<file path="config.mk">
export PLATFORM = sky130hd
export DESIGN_NAME = bffa_ram
export DESIGN_NICKNAME = d
export VERILOG_FILES = /design/src/sv/assert_macros.svh /design/src/sv/bffa_ram.sv
export SDC_FILE = /design/constraint.sdc
export NUM_CORES = 2
export LEC_CHECK = 0
export ABC_CLOCK_PERIOD_IN_PS = 7800
export BUFFER_PORTS_ARGS = -buffer_cell sky130_fd_sc_hd__buf_2
export CORE_MARGIN = 2
export CORE_UTILIZATION = 60
export CTS_CLUSTER_DIAMETER = 60
export CTS_CLUSTER_SIZE = 40
export DETAILED_ROUTE_END_ITERATION = 16
export PLACE_DENSITY = 0.76
export SYNTH_ARGS = -nofsm -noshare
export SYNTH_HDL_FRONTEND = slang
export SYNTH_SLANG_ARGS = --single-unit
</file>
<file path="constraint.sdc">
create_clock -name clock -period 7.8 [get_ports clock]
set_clock_uncertainty 0.1 [all_clocks]
set_input_delay 0.78 -clock clock [delete_from_list [all_inputs] [get_ports clock]]
set_output_delay 0.78 -clock clock [all_outputs]
set_load 0.05 [all_outputs]
</file>
<file path="src/sv/assert_macros.svh">
// assertion macros shared by the allocator rtl
// no dependencies
`ifndef ASSERT_MACROS_SVH
`define ASSERT_MACROS_SVH

// antecedent implies consequent in the same cycle
`define ASSERT_IMPLY(lbl, clk, rst, ante, cons) \
   lbl: assert property (@(posedge clk) disable iff (rst) (ante) |-> (cons)) \
      else $error("allocator assertion failed");

// antecedent implies consequent in the next cycle
`define ASSERT_NEXT(lbl, clk, rst, ante, cons) \
   lbl: assert property (@(posedge clk) disable iff (rst) (ante) |=> (cons)) \
      else $error("allocator assertion failed");

`endif

</file>
<file path="src/sv/bffa_ram.sv">
// single write, single read bitmap memory with registered read data
// uses no package items
module bffa_ram #(
   parameter int DEPTH = 512,
   parameter int AW    = $clog2(DEPTH)
) (
   input  logic          clock,
   input  logic          we,
   input  logic [AW-1:0] waddr,
   input  logic [7:0]    wdata,
   input  logic          re,
   input  logic [AW-1:0] raddr,
   output logic [7:0]    rdata
);

   logic [7:0] mem [DEPTH];
   logic [7:0] rdata_ff;

   always_ff @(posedge clock) begin
      if (we) begin
         mem[waddr] <= wdata;
      end
   end

   always_ff @(posedge clock) begin
      if (re) begin
         rdata_ff <= mem[raddr];
      end
   end

   assign rdata = rdata_ff;

endmodule

</file>
==> Word-level counts from Yosys, hierarchy flattened <==
Memories as Yosys holds them, arrays and structs flattened. A register that Yosys moved wholly into a read port is not among the register bits.
Index checks and enable logic that the tools add are counted.
Widths: inputs -> output; s select.
{ "classes": {"eq_ne": 0, "bitwise_logic": 0, "n_reduce_logical": 0, "div_mod_pow": 0, "n_mux": 2, "mul": 0, "addsub": 0, "magnitude_cmp": 0, "n_shift": 0} }
{ "op_table": {"columns": ["cell", "count"], "rows": [
  ["$mux 1", 2]
]} }
{ "word_totals": {"wordCells": 3, "input_bits": 29, "ramBits": 4096, "romBits": 0, "memories": 1, "register_bits": 0, "output_inout_bits": 8, "latch_bits": 0} }
{ "memory_table": {"columns": ["memory", "depth", "width", "rd", "rd_clocked_by_memory_dff", "write_ports", "line_no", "text"], "rows": [
  ["mem", 512, 8, 1, 1, 1, "bffa_ram.sv:16", "logic [7:0] mem [DEPTH];"]
]} }

==> Longest topological paths before layout <==
{ "logic_depth": {"depth_word": 2, "mapped_depth": 12, "depth_no_buf": 7} }

==> Worst setup path before layout <==
Ideal clock, no wire load.
{ "synth_path": {"kind": "in2reg", "start": "in raddr[0]", "end": "reg rdata_ff[0] (netlist: rdata[0]) (read register of mem) (data pin)", "path_buffers": 4, "t_required_ps": 7443, "path_slack_ps": 4809, "arrival_time_ps": 2634, "cell_stages": 10, "setup_ps": 257, "cell_sequence": "buf_4 -> buf_12 -> buf_12 -> buf_2 -> mux4_2 -> o21ai_0 -> nand3_1 -> nand4_1 -> o21ai_0 -> o2111a_1"} }
{ "synth_rtl": {"columns": ["item", "line_no", "text"], "rows": [
  ["start: declaration", "bffa_ram.sv:12", "input logic [AW-1:0] raddr,"],
  ["end: declaration", "bffa_ram.sv:17", "logic [7:0] rdata_ff;"]
]} }

==> flow_summary.json <==
{
  "reg2reg_to": "rdata[4]$_DFFE_PP_",
  "async_flop_share_pct": 0,
  "whs_path_depth": 1,
  "grtUsageTotal_pct": 28.43,
  "power_density_nw_per_um2": 232.4,
  "status": "completed",
  "post-route-drc-count": 0,
  "wl_per_cell_um": 33.45,
  "core-area_um2": 265100,
  "worstMarginPinSlew_ns": 1.381,
  "initial_core_util_pct": 60.36,
  "cts-root-buf": "clkbuf_16",
  "placementRows": 189,
  "dieWidth_um": 520.4,
  "final_design_area_no_fill_um2": 171000,
  "grt_overflow": 0,
  "drv_cap": 0,
  "period_minus_slack_ns": 4.686,
  "dieArea_um2": 270800,
  "pin_count": 37,
  "drtIter0Drc": 12690,
  "netlist_top_cells_area": "edfxtp_1 (77%), mux4_2 (9.2%), mux2i_1 (5.0%)",
  "grt_antenna_before_repair": 18,
  "routed_wl_mm": 387.6,
  "arrival_ns": 5.40,
  "cts_tree": "yes",
  "slowest_stage": "o21ai_0",
  "fmaxAchievable_ghz": 0.2134,
  "reg2reg_slack_ns": 4.07,
  "synth_top_area_share_pct": 77.02,
  "drt_pre_antenna_iters": 14,
  "synth.most_common_cell": "edfxtp_1",
  "p_leak_nw": 52.87,
  "hold_end": "mem[36][1]$_DFFE_PP_",
  "ys_ff_latch": 4104,
  "synth_edf_count": 4104,
  "max_slew_margin_pct": 7.094,
  "die_y_um": 520.4,
  "grt_max_degree": 218,
  "setup_tns_ns": 0,
  "gp_congestion": 0.9120,
  "cp_max_fo": 123,
  "grt_pass1_wl_mm": 557.9,
  "final_nets": 7914,
  "synthFlopType": "edfxtp_1",
  "drive_gt1_share_pct": 15.21,
  "critPathKind": "in -> reg",
  "reg2reg_depth": 7,
  "syn_nets": 8059,
  "vias": 80877,
  "numCtsBuffers": 197,
  "cts-resized-gates": 0,
  "clkSlewWorstSetupHoldPaths_ns": 0.13,
  "peakVddDrop_mv": 0.1704,
  "max_stage_delay_ns": 0.65,
  "netlist_area_um2": 160000,
  "clkLatencyLatePin_ns": 0.98,
  "finalSetupViolCount": 0,
  "place_area_um2": 163500,
  "critPathLaunchType": "input port",
  "yosysWarnings": 0,
  "hp-start": "wdata[1]",
  "synth_common_cells": "edfxtp_1 (4104), mux2i_1 (797), mux4_2 (654)",
  "port_buffers": 36,
  "syn_to_final_growth_pct": 6.898,
  "fillers": 16823,
  "multi_input_area_um2": 34090,
  "place_ws_ns": 2.424,
  "r2r-start": "mem[56][4]$_DFFE_PP_",
  "post-cts-setup-buffers": 0,
  "clockBufferDepth": 4,
  "finalCritPeriodShare_pct": 60.08,
  "grt_pass1_vias": 78780,
  "avgSynthCellArea_um2": 19.93,
  "setup_slack_ns": 3.114,
  "yosys.area.top_type": "edfxtp_1",
  "ys_types": 50,
  "cts_num_sinks": 4104,
  "path_cells": "buf_8 -> nand2b_4 -> buf_12 -> buf_4 -> o221ai_1 -> a21oi_1 -> nor4_1 -> nand4_1 -> o21ai_0 -> o2111a_1",
  "utilization_pct": 64.52,
  "ant_nets": 0,
  "h-tree-depth": 4,
  "seqCellArea_um2": 123200,
  "rsz0062_at_grt": "no",
  "netlist_instances": 8030,
  "worstPathRequired_ns": 8.51,
  "seq_area_frac_synth_pct": 77.02,
  "finalHoldViolCount": 0,
  "viasPerCell": 6.981,
  "hp-class": "in -> reg",
  "dp_hpwl_mm": 229.5,
  "critical_path.endpoint_type": "flop",
  "worstSetupStartpoint": "raddr[1]",
  "drv_slew": 0,
  "ctsHoldBuffers": 0
}
-- layout by cell type, fill, tap and decap left out, types with 9 or more instances in the layout --
| cell | n |
|---|---|
| a211oi_1 | 17 |
| a21oi_1 | 194 |
| a22oi_1 | 61 |
| and2_1 | 19 |
| buf_12 | 37 |
| buf_2 | 24 |
| buf_4 | 97 |
| buf_8 | 10 |
| clkbuf_16 | 199 |
| clkinv_16 | 12 |
| clkinv_8 | 39 |
| diode_2 | 9 |
| edfxtp_1 | 4104 |
| inv_12 | 26 |
| inv_16 | 23 |
| inv_6 | 16 |
| inv_8 | 12 |
| mux2i_1 | 797 |
| mux4_2 | 654 |
| nand2_1 | 97 |
| nand2_4 | 12 |
| nand3_1 | 32 |
| nand4_1 | 32 |
| nor2_1 | 595 |
| nor3_1 | 107 |
| nor4_1 | 29 |
| o21ai_0 | 116 |
| o221ai_1 | 371 |
| o22ai_1 | 163 |
| o31ai_1 | 13 |
-- through the flow --
stage / power [W] / hold WS, ns / cells
2_1_floorplan: 0.02595 / 0.7789 / 8030
3_3_place_gp: 0.02684 / 1.065 / 11215
3_5_place_dp: 0.02689 / 1.091 / 11219
4_1_cts: 0.03979 / 0.06422 / 11576
5_1_grt: 0.04059 / 0.1146 / 11578
6_report: 0.03975 / 0.1238 / 11585
-- flip-flops by register name, summed over array words and instances, names as in the netlist --
signal	count
rdata	8
mem	4096
-- where the power goes --
group	switching, W	internal, W
clock	0.00776	0.00557
combinational	0.00148	0.000661
sequential	0.0000170	0.0243
-- final cells by class --
type | instances | share of cell area [%]
inverters | 3 | 0.01097
well taps | 3533 | 2.584
repair buffers | 169 | 1.023
diodes | 9 | 0.01317
flip-flops and latches | 4104 | 72.05
clock inverters | 153 | 1.467
multi-input cells | 3410 | 19.93
clock buffers | 204 | 2.922
-- critical path: cells and delay by family --
family                 cells  cell delay, ns
AO/OA/AOI/OAI              4            1.49
buffers and inverters      3            1.25
AND/OR/NAND/NOR            3            1.38
-- cell families after synthesis --
group | count (synthesis) | synth area share (%)
AND/OR/NAND/NOR | 980 | 2.630
AO/OA/AOI/OAI | 979 | 4.311
multiplexers | 1451 | 14.19
buffers and inverters | 516 | 1.848
flip-flops | 4104 | 77.02
-- worst max-delay path by stage --
stage	end	slack (ns)	cells past startpoint
2_1_floorplan	rdata[0]$_DFFE_PP_	4.81	10
3_3_place_gp	rdata[7]$_DFFE_PP_	2.35	8
3_5_place_dp	rdata[4]$_DFFE_PP_	2.42	10
4_1_cts	rdata[4]$_DFFE_PP_	3.43	10
5_1_grt	rdata[6]$_DFFE_PP_	3.15	10
6_report	rdata[0]$_DFFE_PP_	3.11	10
-- layer usage --
layer	GRT usage, %	vias up	part of all wire (%)
met4	10.31	16	4.1
met3	5.661	727	11
met2	44.46	5143	48
met5	0	-	0.027
met1	40.50	41996	37
li1	-	32995	-
Note: power is estimated with default switching activity, not from simulation.
