### src/sv/assert_macros.svh
// assertion macros shared by the allocator rtl
// no dependencies
`ifndef ASSERT_MACROS_SVH
`define ASSERT_MACROS_SVH

// antecedent implies consequent in the same cycle
`define ASSERT_IMPLY(lbl, clk, rst, ante, cons) \
   lbl: assert property (@(posedge clk) disable iff (rst) (ante) |-> (cons)) \
      else $error("allocator assertion failed");

// antecedent implies consequent in the next cycle
`define ASSERT_NEXT(lbl, clk, rst, ante, cons) \
   lbl: assert property (@(posedge clk) disable iff (rst) (ante) |=> (cons)) \
      else $error("allocator assertion failed");

`endif

### src/sv/bffa_pkg.sv
// types, constants and bit helpers for the first-fit bitmap allocator
// no dependencies
package bffa_pkg;

   localparam int MAP_BYTES_DEF = 512;

   localparam logic [8:0] INODE_START_RST = 9'd0;
   localparam logic [8:0] DATA_START_RST  = 9'd4;
   localparam logic [7:0] FULL_BYTE       = 8'hff;

   localparam logic REG_INODE_START = 1'b0;
   localparam logic REG_DATA_START  = 1'b1;

   typedef enum logic [1:0] {
      OP_WRITE = 2'd0,
      OP_READ  = 2'd1,
      OP_ALLOC = 2'd2
   } op_type;

   typedef enum logic [2:0] {
      ST_CLEAR,
      ST_IDLE,
      ST_READ,
      ST_SCAN,
      ST_DONE
   } seq_state_type;

   typedef struct packed {
      logic [11:0] bit_index;
      logic        found;
      logic [7:0]  read_value;
   } rsp_type;

   // offset of first clear bit, msb is offset 0
   function automatic logic [2:0] first_clear_off(input logic [7:0] b);
      logic [2:0] off;
      off = 3'd0;
      for (int k = 7; k >= 0; k--) begin
         if (!b[7 - k]) begin
            off = 3'(k);
         end
      end
      return off;
   endfunction

   function automatic logic [7:0] set_first_clear(input logic [7:0] b);
      logic [2:0] off;
      off = first_clear_off(b);
      return b | (8'h80 >> off);
   endfunction

endpackage

### src/sv/bffa_seq.sv
// sequencer: clearing pass, byte read/write and first-fit scan over the bitmap
// depends on bffa_pkg
module bffa_seq #(
   parameter int MAP_BYTES = 512,
   parameter int AW        = $clog2(MAP_BYTES)
) (
   input  logic              clock,
   input  logic              reset,
   input  logic              req_valid,
   output logic              req_ready,
   input  bffa_pkg::op_type  op,
   input  logic              region,
   input  logic [8:0]        byte_index,
   input  logic [7:0]        byte_value,
   input  logic [8:0]        inode_start,
   input  logic [8:0]        data_start,
   output logic              ram_we,
   output logic [AW-1:0]     ram_waddr,
   output logic [7:0]        ram_wdata,
   output logic              ram_re,
   output logic [AW-1:0]     ram_raddr,
   input  logic [7:0]        ram_rdata,
   output logic              done_vld,
   input  logic              done_ack,
   output bffa_pkg::rsp_type res
);
   import bffa_pkg::*;

   localparam int IW = (AW >= 9) ? AW + 1 : 10;
   localparam logic [IW-1:0] MAP_END  = IW'(MAP_BYTES);
   localparam logic [IW-1:0] MAP_LAST = IW'(MAP_BYTES - 1);

   seq_state_type state_ff, state_in;
   logic [IW-1:0] ptr_ff, ptr_in;
   logic          pend_vld_ff, pend_vld_in;
   logic [IW-1:0] pend_addr_ff, pend_addr_in;
   rsp_type       res_ff, res_in;

   logic          req_in_range;
   logic [IW-1:0] start_ptr;
   logic          ptr_lt;
   logic          scan_hit;

   assign req_in_range = IW'(byte_index) < MAP_END;
   assign start_ptr    = region ? IW'(data_start) : IW'(inode_start);
   assign ptr_lt       = ptr_ff < MAP_END;
   assign scan_hit     = pend_vld_ff && (ram_rdata != FULL_BYTE);

   always_comb begin
      state_in = state_ff;
      unique case (state_ff)
         ST_CLEAR: begin
            if (ptr_ff == MAP_LAST) begin
               state_in = ST_IDLE;
            end
         end
         ST_IDLE: begin
            if (req_valid) begin
               unique case (op)
                  OP_READ:  state_in = req_in_range ? ST_READ : ST_DONE;
                  OP_ALLOC: state_in = ST_SCAN;
                  default:  state_in = ST_DONE;
               endcase
            end
         end
         ST_READ: begin
            state_in = ST_DONE;
         end
         ST_SCAN: begin
            if (scan_hit || (!pend_vld_ff && !ptr_lt)) begin
               state_in = ST_DONE;
            end
         end
         ST_DONE: begin
            if (done_ack) begin
               state_in = ST_IDLE;
            end
         end
         default: state_in = ST_IDLE;
      endcase
   end

   always_comb begin
      ptr_in       = ptr_ff;
      pend_vld_in  = 1'b0;
      pend_addr_in = pend_addr_ff;
      res_in       = res_ff;
      unique case (state_ff)
         ST_CLEAR: begin
            ptr_in = ptr_ff + IW'(1);
         end
         ST_IDLE: begin
            if (req_valid) begin
               ptr_in = start_ptr;
               res_in = '0;
            end
         end
         ST_READ: begin
            res_in.read_value = ram_rdata;
         end
         ST_SCAN: begin
            if (scan_hit) begin
               res_in.found     = 1'b1;
               res_in.bit_index = {pend_addr_ff[8:0], first_clear_off(ram_rdata)};
            end else if (ptr_lt) begin
               ptr_in       = ptr_ff + IW'(1);
               pend_vld_in  = 1'b1;
               pend_addr_in = ptr_ff;
            end
         end
         default: begin
         end
      endcase
   end

   always_comb begin
      ram_we    = 1'b0;
      ram_waddr = ptr_ff[AW-1:0];
      ram_wdata = '0;
      ram_re    = 1'b0;
      ram_raddr = ptr_ff[AW-1:0];
      unique case (state_ff)
         ST_CLEAR: begin
            ram_we = 1'b1;
         end
         ST_IDLE: begin
            ram_waddr = AW'(byte_index);
            ram_wdata = byte_value;
            ram_raddr = AW'(byte_index);
            if (req_valid && req_in_range) begin
               ram_we = (op == OP_WRITE);
               ram_re = (op == OP_READ);
            end
         end
         ST_SCAN: begin
            ram_waddr = pend_addr_ff[AW-1:0];
            ram_wdata = set_first_clear(ram_rdata);
            ram_we    = scan_hit;
            ram_re    = !scan_hit && ptr_lt;
         end
         default: begin
         end
      endcase
   end

   assign req_ready = (state_ff == ST_IDLE);
   assign done_vld  = (state_ff == ST_DONE);
   assign res       = res_ff;

   always_ff @(posedge clock) begin
      if (reset) begin
         state_ff    <= ST_CLEAR;
         ptr_ff      <= '0;
         pend_vld_ff <= 1'b0;
      end else begin
         state_ff    <= state_in;
         ptr_ff      <= ptr_in;
         pend_vld_ff <= pend_vld_in;
      end
   end

   always_ff @(posedge clock) begin
      pend_addr_ff <= pend_addr_in;
      res_ff       <= res_in;
   end

endmodule

### config.mk
export PLATFORM = sky130hd
export DESIGN_NAME = bffa_seq
export DESIGN_NICKNAME = d
export VERILOG_FILES = /design/src/sv/assert_macros.svh /design/src/sv/bffa_pkg.sv /design/src/sv/bffa_seq.sv
export SDC_FILE = /design/constraint.sdc
export NUM_CORES = 1
export LEC_CHECK = 0
export BUFFER_PORTS_ARGS = -buffer_cell sky130_fd_sc_hd__buf_2
export CELL_PAD_IN_SITES_DETAIL_PLACEMENT = 0
export CELL_PAD_IN_SITES_GLOBAL_PLACEMENT = 2
export CORE_AREA = 3 3 113 88
export DETAILED_ROUTE_END_ITERATION = 16
export DIE_AREA = 0 0 116 91
export PLACE_DENSITY = 0.87
export SKIP_CTS_REPAIR_TIMING = 1
export SKIP_LAST_GASP = 1
export SYNTH_ARGS = -nofsm -noshare
export SYNTH_HDL_FRONTEND = slang
export SYNTH_SLANG_ARGS = --single-unit
### constraint.sdc
create_clock -name clock -period 5 [get_ports clock]
set_input_delay 1 -clock clock [delete_from_list [all_inputs] [get_ports clock]]
set_output_delay 1 -clock clock [all_outputs]
set_load 0.1 [all_outputs]
=== Yosys cells after proc, flatten, opt, wreduce, memory -nomap -nowiden ===
Index checks and enable logic that the tools add are counted.

* Bits of input ports: 50
* Output and inout bits: 51
* Word-level logic and storage cells: 78
* Register bits after elaboration: 44

* Bitwise logic cells: 3
* Add/sub/neg operators: 1
* Multiplexer cells: 32
* Equality and inequality tests: 15
* $lt $le $gt $ge: 1
* Shift operators: 1
* Reduce and logical (&&, ||, !) cells: 18

{| class="wikitable"
|+ Operators with widths
! cell !! count
|-
| $mux W3 || 13
|-
| $pmux W8 S2 || 2
|-
| $mux W10 || 3
|-
| $pmux W10 S3 || 1
|-
| $pmux W13 S2 || 1
|-
| $mux W21 || 1
|-
| $mux W9 || 2
|-
| $pmux W9 S2 || 1
|-
| $pmux W3 S5 || 1
|-
| $mux W13 || 1
|-
| $ne A2 B2 Y1 const B || 6
|-
| $add A10 B1 Y10 const B || 1
|-
| $eq A10 B9 Y1 const B || 1
|-
| $lt A10 B10 Y1 const B || 1
|-
| $ne A8 B8 Y1 const B || 1
|-
| $or A8 B8 Y8 || 1
|-
| $reduce_and A4 Y1 || 2
|-
| $shr A8 B3 Y8 const A || 1
|-
| $eq A3 B2 Y1 const B || 2
|-
| $pmux W3 S2 || 1
|-
| $reduce_and A3 Y1 || 2
|-
| $reduce_bool A2 Y1 || 2
|-
| $eq A3 B1 Y1 const B || 1
|-
| $eq A3 B3 Y1 const B || 1
|-
| other kinds (15) || 22
|}

=== Depth between registers and ports, before layout ===
Gate-level depths: netlist (run 1).

* Word-level depth: 12
* Depth in mapped cells: 8
* Depth with buffers taken out: 6

=== Worst setup path before layout (run 1) ===
Ideal clock, no wire load.

* Path kind: input -> output
* Start: input port ram_rdata[0]
* End: output port ram_wdata[2]
* Arrival time: 3229 ps
* Slack: 771 ps
* Data required time: 4000 ps
* Stages: 5
* Path through: nand2b_1 a21oi_1 o21ai_0 or3_1 o22ai_1

* Cells in the longest elaborated chain, start to end: 12

{| class="wikitable"
|+ Ends and longest elaborated chain
! what !! line !! text
|-
| start, declared || bffa_seq.sv:22 || <nowiki>input logic [7:0] ram_rdata,</nowiki>
|-
| $mux W3 (8 in series) || bffa_pkg.sv:39 || <nowiki>if (!b[7 - k]) begin</nowiki>
|-
| $mux W3 || bffa_seq.sv:122 || <nowiki>unique case (state_ff)</nowiki>
|-
| $shr A8 B3 Y8 || bffa_pkg.sv:49 || <nowiki>return b | (8'h80 >> off);</nowiki>
|-
| $or A8 B8 Y8 || bffa_pkg.sv:49 ||
|-
| $pmux W8 S2 || bffa_seq.sv:122 ||
|-
| end, declared || bffa_seq.sv:19 || <nowiki>output logic [7:0] ram_wdata,</nowiki>
|}

Every way passes these cells. The select of a mux whose other input is x is not followed.

=== Worst setup path in the final report (run 1) ===
* Start: register state_ff[1]
* End: output port ram_we

* Cells in the longest elaborated chain, start to end: 2
* Elaborated cells between the ends (all ways): 4
* Those cells by class: eq/ne: 2; mux: 1; reduce/logical: 1

{| class="wikitable"
|+ Ends and longest elaborated chain
! what !! line !! text
|-
| start, declared || bffa_seq.sv:33 || <nowiki>seq_state_type state_ff, state_in;</nowiki>
|-
| start signal, assigned || bffa_seq.sv:156 || <nowiki>state_ff <= state_in;</nowiki>
|-
| $eq A3 B2 Y1 (tied with other cells) || bffa_seq.sv:122 ||
|-
| $pmux W1 S3 (*) || bffa_seq.sv:122 ||
|-
| end, declared || bffa_seq.sv:17 || <nowiki>output logic ram_we,</nowiki>
|}

Every way passes the cells marked *; elsewhere a longest branch is shown, timed or not.

==> results of run 1 <==
## cell families after synthesis
logic type / after synthesis
fa+ha+maj: 4
flops: 44
simple gates: 133
compound gates: 69
buf+inv: 28
mux: 19
## cell type report
class                   count  area [sq um]
clock inverters             2          12.5
inverters                   9          33.8
fillers                   966          5620
flip-flops and latches     44          1180
repair buffers            101           508
multi-input cells         225          1310
clock buffers               5           125
well taps                 112           140
## registers in the layout, indices dropped and copies added (netlist names)
| register | count |
|---|---|
| pend_addr_ff | 9 |
| ptr_ff | 10 |
| state_ff | 3 |
| pend_vld_ff | 1 |
| res | 21 |
## cells in the mapped netlist, types with 2 or more instances
library cell / number
o21ai_0: 32
nor4_1: 2
edfxtp_1: 30
ha_1: 4
and2_1: 17
and3_1: 2
nor2_1: 18
a21oi_1: 16
nand3_1: 11
nor3_1: 4
nand3b_1: 3
o22ai_1: 3
nor2b_1: 3
mux2i_1: 19
buf_4: 6
nand4_1: 3
nand2b_1: 5
a21o_1: 2
buf_2: 2
a211oi_1: 2
a31oi_1: 7
inv_1: 8
nand2_1: 53
dfxtp_1: 14
clkbuf_1: 9
or3_1: 4
nor3b_1: 3
buf_6: 2
## metrics by stage
| step | hold slack [ns] | total power (W) | instances |
|---|---|---|---|
| floorplan | 0.403 | 0.000450 | 297 |
| global placement | 0.531 | 0.000486 | 491 |
| detailed placement | 0.532 | 0.000487 | 491 |
| CTS | 0.544 | 0.000798 | 498 |
| global route | 0.565 | 0.000818 | 498 |
| finish | 0.543 | 0.000790 | 498 |
## power by group through the flow
stage	Combinational (W)	Sequential (W)	Clock, W
3_3_place_gp	0.0000869	0.000399	0
6_report	0.0000876	0.000391	0.000311
4_1_cts	0.0000882	0.000391	0.000318
3_5_place_dp	0.0000878	0.000399	0
2_1_floorplan	0.0000535	0.000396	0
5_1_grt	0.0000953	0.000392	0.000331
## metal layers
layer,up-vias,GRT usage,part of all wire
li1,1229,-,-
met1,1083,0.215,0.51
met2,84,0.193,0.42
met3,3,0.0273,0.068
met4,0,0.0300,0.0019
met5,-,0,0
## path summary, 6_finish.rpt
kind / startpoint / to / slack (ns) / depth (start not counted)
setup reg to reg: state_ff[1]$_SDFFE_PP0P_ / res[14]$_SDFFCE_PP0P_ / 2.25 / 5
hold reg to reg: ptr_ff[9]$_SDFFE_PP0P_ / ptr_ff[9]$_SDFFE_PP0P_ / 0.54 / 2
hold / removal: ptr_ff[9]$_SDFFE_PP0P_ / ptr_ff[9]$_SDFFE_PP0P_ / 0.54 / 2
setup / recovery: state_ff[1]$_SDFFE_PP0P_ / ram_we / 1.24 / 6
## critical path, cell delays in order (launching register included)
cell and delay (ns):
dfxtp_1 0.46, buf_4 0.29, or3b_4 0.55, inv_2 0.47, nand3_1 0.15, nand3_1 0.12, buf_2 0.43
==> impl_metrics.py, run 1 <==
metrics = {
    "synth": {
        "post_synth_mux_area_share": 0.0721,
        "synth-warning-count": 0,
        "async_flop_share": 0,
        "synthCells": 297,
        "yosysTopAreaCell": "edfxtp_1",
        "synth.top_cell.area_share": 0.342,
        "avgSynthCellArea_sq_um": 8.88,
        "synth_compound_area_frac": 0.153,
        "synth_top_family_by_area": "simple AND/OR/NAND/NOR gates",
        "synth_nets": 351,
        "synth_seq_cells": 44,
        "synthAdderAreaFrac": 0.0190,
        "ys_types": 41,
        "synth_ff_type": "edfxtp_1",
        "synthTopCellsByArea": "edfxtp_1 (34%), dfxtp_1 (11%), nand2_1 (7.5%)",
        "synth_xor_xnor_area_share": 0,
        "synthesis.area_sq_mm": 0.00264,
        "synth_edf_count": 30,
        "seq_area_frac_synth": 0.448,
        "yosys.area_share.simple": 0.253,
    },
    "critical_path": {
        "cp_max_fo": 32,
        "cp.required_ns": 4.00,
        "arrival_ns": 2.76,
        "setup.worst_path.start_class": "flop",
        "cp-end-kind": "output port",
        "crit_type": "flop to output port",
    },
    "drt": {
        "ant_nets": 0,
        "wl_per_cell_microns": 14.8,
        "num_vias": 2399,
        "routed_wirelength_microns": 7390,
        "firstDrtPassIters": 4,
        "drt_first_iter_violations": 125,
        "avgViaCountPerCell": 4.82,
        "drc_errors": 0,
    },
    "global_routing": {
        "grt_max_degree": 33,
        "grt_pass1_wl_microns": 11600,
        "grt_usage": 0.138,
        "antenna_found_initial": 0,
        "grt_pass1_vias": 2238,
        "gr-total-overflow": 0,
    },
    "timing": {
        "period_needed_ns": 3.76,
        "setup_tns_ns": 0,
        "fin_crit_sh": 0.753,
        "worst_slack_ns": 1.24,
        "finalSetupViolations": 0,
        "fmax_mhz": 266,
        "tightest_slew_ns": 0.874,
        "max_slew_margin": 0.416,
        "slew_violations": 0,
        "rsz0062_at_grt": "no",
        "fin_worst_skew_ns": 0.00463,
        "hold_viol": 0,
    },
    "layout": {
        "design_area_sq_mm": 0.00331,
        "final_cell_mix": "buf_2 (100), nand2_1 (53), o21ai_0 (32)",
        "drive_gt1_frac": 0.295,
        "layout_commonest_cell": "buf_2",
        "utilization": 0.371,
        "final_nets": 440,
        "antenna_cells": 0,
        "area_growth_syn_to_layout_pct": 25.6,
    },
    "pwr": {
        "p_switching_w": 0.000194,
        "power_leakage_nw": 1.44,
        "power_frac_comb": 0.111,
        "p_int_w": 0.000596,
        "powerDensity_mw_per_mm2": 238,
        "p_sw_frac": 0.245,
        "sequentialPowerShare": 0.495,
        "p_clk_frac": 0.394,
        "peakVddDrop_mv": 0.105,
    },
    "placed_design": {
        "port_buffers": 100,
        "dpl.hpwl_microns": 5540,
        "pre_cts_slack_ns": 1.43,
        "gp_congestion": 0.752,
        "place_area_sq_mm": 0.00317,
    },
    "run_status": {
        "status": "complete, no violations",
    },
    "job": {
        "drv_cap": 0,
    },
    "floorplanning": {
        "die_area_sq_mm": 0.0106,
        "num_io_pins": 101,
        "start_util": 0.295,
        "die_y_microns": 91,
        "dieWidth_microns": 116,
        "row_count": 30,
        "core_region_area_sq_mm": 0.00893,
    },
    "clock_network": {
        "clk_pin_slew_ns": 0.06,
        "clock_latency_ns": 0.28,
        "numCtsBuffers": 5,
        "cts_root_buf": "clkbuf_16",
        "cts.sinks": 44,
        "htreeDepth": 2,
        "cts_tree": "yes",
        "clock_path_buffers": 2,
    },
    "min_path": {
        "min_path_type": "flop to flop",
    },
}
No activity file was read; power rests on OpenSTA's default activity.
==> run 2, diff against run 1 <==
CORE_AREA = 3 3 117 91   (was 3 3 113 88)
DIE_AREA = 0 0 120 94   (was 0 0 116 91)
PLACE_DENSITY = 0.82   (was 0.87)
clock period = 3.8 ns   (was 5 ns; I/O delays follow)
==> run 2 against run 1 <==
  * Utilization is 1.7 points lower
  * Clock power is 61% higher
  * Sequential cell count stayed put
  * Wire length is 3.1% higher
  * Die area is 6.9% higher
  * Largest cell class unchanged
  * Design area is 2.2% higher
  * Sequential power is 32% higher
  * Cell count is 4.6% higher
==> impl_metrics.py, run 2 (synthesized netlist as in run 1, its figures left out) <==
metrics = {
    "critical_path": {
        "crit_buf_inv": 2,
        "slowest_stage": "or3b_4",
        "cp_top_family": "simple AND/OR/NAND/NOR gates",
        "cp-end-kind": "output port",
        "crit_type": "flop to output port",
        "arrival_ns": 2.43,
        "crit_top_cell": "nand3_1",
        "crit_chain": "or3b_4 > inv_2 > nand3_1 > nand3_1 > buf_2",
        "cp_max_fo": 21,
        "critPathMaxStageDelay_ns": 0.57,
        "cp.required_ns": 3.04,
        "setup.worst_path.start_class": "flop",
    },
    "layout": {
        "final_cell_mix": "buf_2 (100), nand2_1 (53), edfxtp_1 (30)",
        "area_growth_syn_to_layout_pct": 28.4,
        "utilization": 0.353,
        "antenna_cells": 0,
        "final_nets": 442,
        "final_cells": 521,
        "n_fill_cell": 1035,
        "drive_gt1_frac": 0.301,
        "largest_reg_flops": 21,
        "design_area_sq_mm": 0.00339,
        "layout_commonest_cell": "buf_2",
    },
    "drt": {
        "firstDrtPassIters": 4,
        "routed_wirelength_microns": 7620,
        "drt_first_iter_violations": 155,
        "wl_per_cell_microns": 14.6,
        "ant_nets": 0,
        "avgViaCountPerCell": 4.64,
        "drc_errors": 0,
        "num_vias": 2420,
    },
    "global_routing": {
        "grt_pass1_vias": 2242,
        "grt_usage": 0.134,
        "grt_pass1_wl_microns": 11900,
        "gr-total-overflow": 0,
        "antenna_found_initial": 0,
        "grt_max_degree": 22,
    },
    "placed_design": {
        "port_buffers": 100,
        "gp_congestion": 0.770,
        "place_area_sq_mm": 0.00321,
        "dpl.hpwl_microns": 5640,
        "placed_cells": 513,
    },
    "pwr": {
        "power_leakage_nw": 1.47,
        "peakVddDrop_mv": 0.149,
        "powerDensity_mw_per_mm2": 334,
    },
    "timing": {
        "max_slew_margin": 0.372,
        "rsz0062_at_grt": "no",
        "period_needed_ns": 3.19,
        "setup_tns_ns": 0,
        "tightest_slew_ns": 0.941,
        "slew_violations": 0,
        "fmax_mhz": 314,
        "hold_viol": 0,
        "fin_crit_sh": 0.839,
        "fin_worst_skew_ns": 0.00430,
        "finalSetupViolations": 0,
        "hold-worst-slack_ns": 0.547,
    },
    "clock_network": {
        "cts_tree": "yes",
        "cts.sinks": 44,
        "htreeDepth": 2,
        "cts_root_buf": "clkbuf_16",
        "clock_latency_ns": 0.29,
        "clk_pin_slew_ns": 0.06,
        "numCtsBuffers": 5,
        "clock_path_buffers": 2,
    },
    "floorplanning": {
        "die_y_microns": 94,
        "core_region_area_sq_mm": 0.00958,
        "dieWidth_microns": 120,
        "start_util": 0.275,
        "num_io_pins": 101,
        "row_count": 31,
        "die_area_sq_mm": 0.0113,
    },
    "job": {
        "drv_cap": 0,
    },
    "run_status": {
        "status": "complete, no violations",
    },
    "min_path": {
        "min_path_type": "flop to flop",
    },
}
[run 2: changes by cell type in the layout (fill, tap and decap cells not counted), sizes merged]
cell    delta
buf        +2
bufinv     +1
clkinv     -1
inv        +1
[run 2: routing by layer]
metal / routed length (microns) / track usage
met3: 479 / 0.0265
met4: 40 / 0.0372
met5: 0 / 0
met1: 3990 / 0.204
met2: 3110 / 0.189
[run 2: final timing paths]
| check | from | endpoint | slack (ns) | cells after the start |
|---|---|---|---|---|
| max reg2reg | state_ff[0]$_SDFFE_PP0P_ | res[20]$_SDFFCE_PP0P_ | 1.12 | 5 |
| max | state_ff[0]$_SDFFE_PP0P_ | ram_we | 0.61 | 5 |
| min | ptr_ff[9]$_SDFFE_PP0P_ | ptr_ff[9]$_SDFFE_PP0P_ | 0.55 | 2 |
| min reg2reg | ptr_ff[9]$_SDFFE_PP0P_ | ptr_ff[9]$_SDFFE_PP0P_ | 0.55 | 2 |
[run 2: tightest hold or removal path: cells and delay by family, from the launching register on]
| kind | cells | cell delay (ns) |
|---|---|---|
| flip-flops | 1 | 0.36 |
| AO/OA/AOI/OAI | 2 | 0.15 |
[run 2: where the power goes]
part           switching (W)  internal, W  leakage, nW
Combinational      0.0000767    0.0000378        0.994
Sequential        0.00000636     0.000508        0.391
Clock               0.000189     0.000312       0.0804
[run 2: area by class of cell]
| class | count | area [sq um] | share of cell area |
|---|---|---|---|
| clock buffers | 5 | 125 | 0.0370 |
| repair buffers | 103 | 523 | 0.154 |
| inverters | 9 | 33.8 | 0.00998 |
| multi-input cells | 225 | 1310 | 0.387 |
| well taps | 132 | 165 | 0.0488 |
| flip-flops and latches | 44 | 1180 | 0.349 |
| clock inverters | 3 | 46.3 | 0.0137 |
[run 2: metrics by stage]
step	setup WS, ns	power [W]
2_1_floorplan	0.0508	0.000593
3_3_place_gp	0.744	0.000639
3_5_place_dp	0.710	0.000640
4_1_cts	0.592	0.00114
5_1_grt	0.437	0.00118
6_report	0.614	0.00113
==> run 3, diff against run 2 <==
clock period = 3 ns   (was 3.8 ns; I/O delays follow)
==> run 3 against run 2 <==
  * Wire length rose by 2.4%
  * Hold slack hardly changed
  * Sequential cell count did not move
  * Count of clock-buffer cells in the layout did not move
  * Global-route usage increased by 0.45 points
  * Design area up 8.9%
  * Cell count rose by 0.96%
  * Worst setup slack worse by 0.38 ns
  * Total power rose by 28%
  * Clock power grew 27%
  * First-iteration DRC count rose by 62%
  * Critical path type unchanged
  * Largest cell class unchanged
==> impl_metrics.py, run 3 (synthesized netlist as in run 1, its figures left out) <==
metrics = {
    "clock_network": {
        "cts.sinks": 44,
        "cts_tree": "yes",
        "numCtsBuffers": 5,
        "clock_latency_ns": 0.28,
        "cts_root_buf": "clkbuf_16",
        "clk_pin_slew_ns": 0.07,
        "clock_path_buffers": 2,
        "htreeDepth": 2,
    },
    "timing": {
        "fin_crit_sh": 0.922,
        "worst_slack_ns": 0.233,
        "slew_violations": 0,
        "tightest_slew_ns": 0.577,
        "max_slew_margin": 0.614,
        "finalSetupViolations": 0,
        "period_needed_ns": 2.77,
        "hold_viol": 0,
        "fin_worst_skew_ns": 0.00658,
        "rsz0062_at_grt": "no",
        "hold-worst-slack_ns": 0.547,
        "fmax_mhz": 361,
    },
    "layout": {
        "seqCellArea_sq_mm": 0.00118,
        "area_growth_syn_to_layout_pct": 39.8,
        "multi_input_area_sq_mm": 0.00133,
        "final_nets": 447,
        "largest_reg_flops": 21,
        "layout_commonest_cell": "buf_2",
        "antenna_cells": 0,
        "n_fill_cell": 982,
        "drive_gt1_frac": 0.322,
        "final_cell_mix": "buf_2 (84), nand2_1 (53), edfxtp_1 (30)",
        "final_cells": 526,
    },
    "critical_path": {
        "crit_type": "flop to output port",
        "r2r_end": "ptr_ff[9]$_SDFFE_PP0P_",
        "cp-end-kind": "output port",
        "arrival_ns": 2.17,
        "cp.required_ns": 2.40,
        "rrSetupSlack_ns": 0.54,
        "critPathMaxStageDelay_ns": 0.56,
        "setup.worst_path.start_class": "flop",
        "r2r-start": "state_ff[2]$_SDFFE_PP0P_",
        "cp_max_fo": 15,
        "crit_chain": "nand3b_1 > clkinvlp_4 > o211ai_2 > nand3_1 > buf_12",
        "reg2regPathDepth": 6,
        "slowest_stage": "dfxtp_1",
    },
    "min_path": {
        "min_path_type": "flop to flop",
        "hold_depth": 2,
        "whs_endpoint": "ptr_ff[9]$_SDFFE_PP0P_",
        "hold_path_startpoint": "ptr_ff[9]$_SDFFE_PP0P_",
    },
    "floorplanning": {
        "start_util": 0.275,
        "row_count": 31,
        "dieWidth_microns": 120,
        "die_y_microns": 94,
        "num_io_pins": 101,
        "core_region_area_sq_mm": 0.00958,
        "die_area_sq_mm": 0.0113,
    },
    "pwr": {
        "power_leakage_nw": 1.54,
        "powerDensity_mw_per_mm2": 393,
        "p_total_w": 0.00145,
        "peakVddDrop_mv": 0.216,
    },
    "global_routing": {
        "grt_pass1_vias": 2352,
        "grt_usage": 0.138,
        "grt_max_degree": 21,
        "antenna_found_initial": 0,
        "grt_pass1_wl_microns": 12400,
        "gr-total-overflow": 0,
    },
    "drt": {
        "drc_errors": 0,
        "ant_nets": 0,
        "routed_wirelength_microns": 7800,
        "wl_per_cell_microns": 14.8,
        "num_vias": 2427,
        "drt_first_iter_violations": 251,
        "avgViaCountPerCell": 4.61,
        "firstDrtPassIters": 5,
    },
    "placed_design": {
        "pre_cts_slack_ns": 0.421,
        "port_buffers": 100,
        "dpl.hpwl_microns": 5840,
        "gp_congestion": 0.797,
        "placed_cells": 518,
    },
    "job": {
        "drv_cap": 0,
    },
    "run_status": {
        "status": "complete, no violations",
    },
}
-- run 3: cell types whose count changed in the layout (fill, tap and decap cells not counted), moves of 2 or more --
cell	delta
buf_12	+16
buf_4	+5
o22ai_2	+2
buf_2	-16
o22ai_1	-2
-- run 3: worst max-delay path by stage --
stage,from,endpoint,cells past startpoint,slack (ns)
after global placement,ram_rdata[0],ram_wdata[0],7,0.42
after global routing,state_ff[2]$_SDFFE_PP0P_,ram_we,5,0.12
after floorplan,state_ff[1]$_SDFFE_PP0P_,ram_wdata[3],4,-0.005
after CTS,state_ff[1]$_SDFFE_PP0P_,ram_we,6,0.17
after detailed placement,ram_rdata[0],ram_wdata[0],7,0.42
final,state_ff[2]$_SDFFE_PP0P_,ram_we,5,0.23
-- run 3: metal layers --
metal | vias up | wire, microns | GRT usage
met5 | - | 0 | 0
met4 | 0 | 57 | 0.0343
met3 | 4 | 530 | 0.0271
met2 | 96 | 3310 | 0.205
met1 | 1080 | 3900 | 0.205
li1 | 1247 | - | -
-- run 3: critical path, delay by kind of cell (launching register included) --
kind,cells,cell delay (ns)
buffers and inverters,2,0.56
AND/OR/NAND/NOR,2,0.55
flip-flops,1,0.56
AO/OA/AOI/OAI,1,0.20
-- run 3: cell type report --
type / instances / share of cell area
clock buffer: 5 / 0.0339
clock inverter: 3 / 0.0126
inverter: 9 / 0.0102
multi-input combinational: 225 / 0.361
sequential: 44 / 0.320
tap: 132 / 0.0448
timing repair buffer: 108 / 0.217
-- run 3: metrics by stage --
stage / setup TNS, ns / instance area, sq um / util
floorplan: -0.00482 / 2660 / -
global placement: 0 / 3510 / 0.367
detailed placement: 0 / 3510 / 0.367
CTS: 0 / 3680 / 0.385
global route: 0 / 3690 / 0.385
finish: 0 / 3690 / 0.385
-- run 3: report_power, final --
group          internal [W]  leakage (nW)  switching, W
Sequential         0.000644         0.395    0.00000617
Clock              0.000396        0.0804      0.000242
Combinational     0.0000595          1.07      0.000103
Total               0.00110          1.54      0.000351
